==> src/hw/rtl/logistic_quality_score_unit_assert.svh <==
// Assertion macros shared by the scorer RTL.
// LQS_ASSERT checks a property on every rising clock edge outside reset.
// LQS_ASSERT_NEXT checks that a condition is followed in the next cycle by another.
`ifndef LOGISTIC_QUALITY_SCORE_UNIT_ASSERT_SVH
`define LOGISTIC_QUALITY_SCORE_UNIT_ASSERT_SVH
`ifndef SYNTH
`define LQS_ASSERT(name, prop) \
  name: assert property (@(posedge clk_i) disable iff (!rst_ni) (prop)) \
    else $error("lqs assertion failed");
`define LQS_ASSERT_NEXT(name, ante, cons) \
  `LQS_ASSERT(name, (ante) |=> (cons))
`else
`define LQS_ASSERT(name, prop)
`define LQS_ASSERT_NEXT(name, ante, cons)
`endif
`endif

==> src/hw/rtl/lqs_div_pipe.sv <==
`default_nettype none
`include "logistic_quality_score_unit_assert.svh"

module lqs_div_pipe #(
  parameter int LANES  = 1,
  parameter int NW     = 48,
  parameter int DW     = 33,
  parameter int QW     = 16,
  parameter int SIDE_W = 1
) (
  input  logic                          clk_i,
  input  logic                          rst_ni,
  input  logic                          valid_i,
  input  logic [SIDE_W-1:0]             side_i,
  input  logic [LANES-1:0][NW-1:0]      num_i,
  input  logic [LANES-1:0][DW-1:0]      den_i,
  output logic                          valid_o,
  output logic [SIDE_W-1:0]             side_o,
  output logic [LANES-1:0][QW-1:0]      quot_o
);

  localparam int W = (NW > DW + QW) ? NW : DW + QW;

  logic                     valid_q [QW];
  logic [SIDE_W-1:0]        side_q  [QW];
  logic [LANES-1:0][W-1:0]  rem_q   [QW];
  logic [LANES-1:0][DW-1:0] den_q   [QW];
  logic [LANES-1:0][QW-1:0] quot_q  [QW];

  // one quotient bit per stage, most significant first
  for (genvar k = 0; k < QW; k++) begin : g_stage
    localparam int J = QW - 1 - k;
    logic                     vld;
    logic [SIDE_W-1:0]        sd;
    logic [LANES-1:0][W-1:0]  rem;
    logic [LANES-1:0][DW-1:0] den;
    logic [LANES-1:0][QW-1:0] quot;
    logic [LANES-1:0][W-1:0]  rem_d;
    logic [LANES-1:0][QW-1:0] quot_d;

    if (k == 0) begin : g_head
      always_comb begin
        vld  = valid_i;
        sd   = side_i;
        den  = den_i;
        quot = '0;
        for (int l = 0; l < LANES; l++) rem[l] = W'(num_i[l]);
      end
    end else begin : g_body
      assign vld  = valid_q[k-1];
      assign sd   = side_q[k-1];
      assign rem  = rem_q[k-1];
      assign den  = den_q[k-1];
      assign quot = quot_q[k-1];
    end

    always_comb begin
      logic [W-1:0] trial;
      for (int l = 0; l < LANES; l++) begin
        trial     = W'(den[l]) << J;
        rem_d[l]  = rem[l];
        quot_d[l] = quot[l];
        if (rem[l] >= trial) begin
          rem_d[l]     = rem[l] - trial;
          quot_d[l][J] = 1'b1;
        end
      end
    end

    always_ff @(posedge clk_i or negedge rst_ni) begin
      if (!rst_ni) begin
        valid_q[k] <= 1'b0;
      end else begin
        valid_q[k] <= vld;
      end
    end

    always_ff @(posedge clk_i) begin
      side_q[k] <= sd;
      rem_q[k]  <= rem_d;
      den_q[k]  <= den;
      quot_q[k] <= quot_d;
    end
  end

  assign valid_o = valid_q[QW-1];
  assign side_o  = side_q[QW-1];
  assign quot_o  = quot_q[QW-1];

  for (genvar l = 0; l < LANES; l++) begin : g_chk
    `LQS_ASSERT(a_rem_below_den, valid_q[QW-1] |-> (rem_q[QW-1][l] < W'(den_q[QW-1][l])))
  end

endmodule

`default_nettype wire

==> config.mk <==
export PLATFORM = sky130hd
export DESIGN_NAME = lqs_div_pipe
export DESIGN_NICKNAME = d
export VERILOG_FILES = /design/src/hw/rtl/lqs_div_pipe.sv
export VERILOG_INCLUDE_DIRS = /design/src /design/src/hw/rtl
export SDC_FILE = /design/constraint.sdc
export NUM_CORES = 2
export LEC_CHECK = 0
export ABC_AREA = 1
export BUFFER_PORTS_ARGS = -buffer_cell sky130_fd_sc_hd__clkbuf_2
export CAP_MARGIN = 25
export CORE_MARGIN = 1.5
export CORE_UTILIZATION = 58
export CTS_BUF_LIST = sky130_fd_sc_hd__clkbuf_16
export CTS_CLUSTER_SIZE = 16
export DETAILED_ROUTE_END_ITERATION = 7
export PLACE_DENSITY = 0.78
export SLEW_MARGIN = 30
export SYNTH_ARGS = -nofsm -noshare
export SYNTH_HDL_FRONTEND = slang
export SYNTH_SLANG_ARGS = --single-unit
==> constraint.sdc <==
create_clock -name clk_i -period 2.2 [get_ports clk_i]
set_clock_uncertainty 0.15 [all_clocks]
set_input_delay 0.22 -clock clk_i [delete_from_list [all_inputs] [get_ports clk_i]]
set_output_delay 0.22 -clock clk_i [all_outputs]
set_load 0.02 [all_outputs]
==> results of run 1 <==
## layer usage
metal  overflow  track usage
met5          6       0.4357
met4        328       0.7825
met3         19       0.6836
met2        549       0.9474
met1         22       0.8040
## per-stage QoR
stage / area, um^2 / worst slack (ns) / cells
3_3_place_gp: 110200 / -0.7962 / 18950
2_1_floorplan: 86590 / 0.01082 / 14230
4_1_cts: 121400 / -0.2875 / 19470
3_5_place_dp: 110200 / -0.6754 / 18950
## cell families after synthesis
group                      synth area share
AOI/OAI and AO/OA                   0.03452
xor gates and xnor gates            0.02803
adders and majority gates           0.07980
buffers and inverters                0.1411
DFF                                  0.3243
and+or+nand+nor                      0.3922
## what timing repair did
item                       CTS
setup endpoints to repair  595
hold endpoints to repair   100
buffers inserted            96
resized for setup          752
pin swaps                  123
hold buffers               125
gates cloned                22
==> flow_summary.yaml, run 1 <==
floorplanning:
  fp.dieH_um: 389.3
  die_w_um: 389.3
  ioPinCount: 103
  rows: 141
  start_util: 0.5847
logic_synthesis:
  ys_types: 47
  synth_top_cell_by_area: "dfxtp_1"
  syn_inst: 14230
  async_flop_share: 0.01144
  synth_common_cells: "6,090 x nand2_1, 2,955 x inv_1, 1,382 x dfxtp_1"
  synthFlopType: "dfxtp_1"
  syn-cell-area_um2: 86550
  seq_area_frac_synth: 0.3243
  yosys_warnings: 0
  yosysMostFrequentCell: "nand2_1"
  avgSynthCellArea_um2: 6.081
  ys_top_cells_by_area: "dfxtp_1 32%, nand2_1 26%, inv_1 13%"
  synth-seq-cells: 1398
  synth_edf_count: 0
  synth_top_area_share: 0.3197
  syn_nets: 14860
placed_design:
  gp_congestion: 1.070
  io_buffers: 102
  dp_hpwl_um: 282300
global_route:
  grt.overflow.total: 924
  track_usage: 0.8052
  grt_max_degree: 34
sta:
  worst_endpoint: "rem_q[0][131]$_DFF_P_/D"
  worst-ep-kind: "sequential cell input"
cts:
  clkSinkCount: 1398
  numCtsBuffers: 149
  ctsHtreeMaxLevel: 4
  cts_max_path_buffers: 3
  cts-root-buf: "clkbuf_16"
status:
  outcome: "aborted with a tool error"
  stop_stage: "global routing (5_1_grt)"
  stop_error: "[ERROR GRT-0232] Routing congestion too high. Check the congestion heatmap in the GUI."
==> inputs of run 2 (changes only) <==
CORE_UTILIZATION = 40   (was 58)
CTS_BUF_LIST = unset   (was sky130_fd_sc_hd__clkbuf_16)
CTS_CLUSTER_SIZE = unset   (was 16)
PLACE_DENSITY = unset   (was 0.78)
PLACE_DENSITY_LB_ADDON = 0.15   (was unset)
clock period = 2.9 ns   (was 2.2 ns; I/O delays follow)
==> run 2 against run 1 <==
Compared with the run above:
- the flow now finishes without violations
- synthesized cell count unchanged
- synthesized area unchanged
==> flow_summary.yaml, run 2 <==
final_layout:
  final_cell_mix: "6,086 x nand2_1, 2,955 x inv_1, 1,378 x dfxtp_1"
  final_common_cell: "nand2_1"
  largest_register_ffs: 735
  regMostFlops: "rem_q"
  layout.nets: 15530
  syn2layout_area_growth_pct: 15.68
  multi_input_area_um2: 46360
  nFillCells: 23190
  final_util: 0.4660
  reg_top3: "rem_q: 735 flops, den_q: 495 flops, quot_q: 136 flops"
  final-seq-area_um2: 28070
  drive_gt1_frac: 0.07014
  instances_no_fill: 17870
global_route:
  grt_pass1_vias: 80070
  grt_pass1_wl_um: 486300
  antenna_found_initial: 5
  grt_max_degree: 37
  track_usage: 0.2946
  grt.overflow.total: 0
critical_path:
  critical_path_buf_inv_count: 4
  cpPeakStageDelay_ns: 0.47
  endpoint_kind: "flop"
  required_ns: 3.49
  cpLargestDelayFamily: "simple AND/OR/NAND/NOR gates"
  cp-start-kind: "flop"
  cp_cell_sequence: "inv_1, ha_1, buf_4, nand2_1, nor2_1, inv_1, nor2_1, inv_1, nor2_1, nand3_1, nand3_1, nand2_1, a21oi_2"
  path_max_fanout: 4
  path_class: "reg -> reg"
  cp_slowest_cell: "dfxtp_1"
  cp.arrival_ns: 3.37
sta:
  slew_viol_final: 0
  tightest_slew_ns: 0.7944
  rsz0062_at_grt: "no"
  period_share: 0.9608
  hold_viol: 0
  fin_crit_ns: 2.786
  finalSetupViolations: 0
  slew_headroom: 0.4655
  fmax_mhz: 358.9
drt:
  ant_nets: 0
  vias_per_cell: 4.722
  vias: 84370
  route.detailed.drc: 0
  initialDrtViolationCount: 7140
  wl_per_cell_um: 18.39
  wirelength_um: 328600
  firstDrtPassIters: 7
logic_synthesis:
  avgSynthCellArea_um2: 6.081
  yosys_warnings: 0
  syn_nets: 14860
  synth_top_cell_by_area: "dfxtp_1"
  synth_common_cells: "6,090 x nand2_1, 2,955 x inv_1, 1,382 x dfxtp_1"
  syn-cell-area_um2: 86550
  seq_area_frac_synth: 0.3243
  synth-seq-cells: 1398
  synthFlopType: "dfxtp_1"
  syn_inst: 14230
  async_flop_share: 0.01144
  synth_edf_count: 0
  ys_top_cells_by_area: "dfxtp_1 32%, nand2_1 26%, inv_1 13%"
  synth_top_area_share: 0.3197
  yosysMostFrequentCell: "nand2_1"
  ys_types: 47
pwr:
  p_leak_nw: 57.69
  power.density_nw_per_um2: 1130
  ir_worst_vdd_mv: 0.6667
floorplanning:
  ioPinCount: 103
  start_util: 0.4029
  die_area_um2: 219200
  coreArea_um2: 214800
  die_w_um: 468.2
  rows: 170
  fp.dieH_um: 468.2
run:
  drv_cap: 0
cts:
  numCtsBuffers: 160
  cts_tree: "done"
  cts-root-buf: "clkbuf_16"
  ctsHtreeMaxLevel: 4
  clkSinkCount: 1398
  cts_max_path_buffers: 3
  worstSkewPairLatency_ns: 0.84
  clk_pin_slew_ns: 0.06
placed_design:
  io_buffers: 102
  dp.cells: 17430
  gp_congestion: 0.9991
  dp_hpwl_um: 279200
status:
  outcome: "completed"
worst_hold_path:
  hold_path_class: "in -> reg"
[run 2: cell counts after synthesis]
No cell type changed its count.
[run 2: per-stage QoR]
stage | hold slack, ns | cell area, um^2 | setup TNS [ns] | setup WS [ns] | power [mW]
after detailed placement | 0.06751 | 92850 | 0 | 0.01330 | 90.45
after CTS | 0.002539 | 100000 | 0 | 0.09709 | 112.9
final | 0.06840 | 100100 | 0 | 0.1137 | 113.2
after floorplan | -0.1556 | 86550 | 0 | 0.6100 | 68.38
after global placement | 0.07594 | 92820 | -0.01335 | -0.01061 | 90.51
after global routing | 0.03273 | 100100 | 0 | 0.003999 | 122.0
[run 2: layout make-up]
class,count,area share
diodes,3,0.00007498
clock buffers,199,0.04365
well taps,2838,0.03547
multi-input cells,9735,0.4630
clock inverters,93,0.01400
inverters,2989,0.1121
repair buffers,613,0.05137
flip-flops and latches,1398,0.2804
[run 2: report_power, final]
group	leakage [nW]	internal, mW	switching (mW)	total (mW)
Combinational	43.1	20.2	40.2	60.4
Sequential	11.8	24.9	6.02	30.9
Clock	2.78	12.9	8.98	21.9
Total	57.7	57.9	55.2	113
[run 2: cells by family after synthesis]
kind of cell	share of synthesized area
AO/OA/AOI/OAI	0.03452
XOR/XNOR	0.02803
adder cells (fa/ha/maj)	0.07980
buffers and inverters	0.1411
flip-flops	0.3243
AND/OR/NAND/NOR	0.3922
[run 2: what timing repair did]
item / CTS / global route
buffers inserted: 0 / 1
hold buffers: 139 / 0
setup endpoints to repair: 2 / 106
hold endpoints to repair: 100 / 0
gates resized for setup: 1 / 18
pin swaps: 0 / 2
cloned: 0 / 2
[run 2: worst paths after layout]
path	to	cells past startpoint	from	slack, ns
max	rem_q[1][284]	13	den_q[12][24]	0.11
min	den_q[0][2]	2	den_i[2]	0.07
max in group asynchronous	g_stage[2].vld	3	rst_ni	1.69
max reg2reg	rem_q[1][284]	13	den_q[12][24]	0.11
min reg2reg	quot_q[9][8]	0	quot_q[8][8]	0.16
min in group asynchronous	g_stage[13].vld	3	rst_ni	0.46
[run 2: layer usage]
metal  vias to the layer above  wire length, um  track usage  share of wire
met5                         -                0            0              0
met4                         0            15960       0.1287          0.049
met3                       539            18220      0.03497          0.055
met2                      2459           154500       0.5109           0.47
met1                     37540           139900       0.3649           0.43
li1                      43830                -            -              -
[run 2: worst reg2reg max path, cell delays in order, from the launching register on]
cell and delay, ns:
dfxtp_1 0.47, inv_1 0.08, ha_1 0.30, buf_4 0.13, nand2_1 0.13, nor2_1 0.27, inv_1 0.10, nor2_1 0.18
inv_1 0.06, nor2_1 0.25, nand3_1 0.21, nand3_1 0.13, nand2_1 0.06, a21oi_2 0.20
No activity file was read; power rests on OpenSTA's default activity.
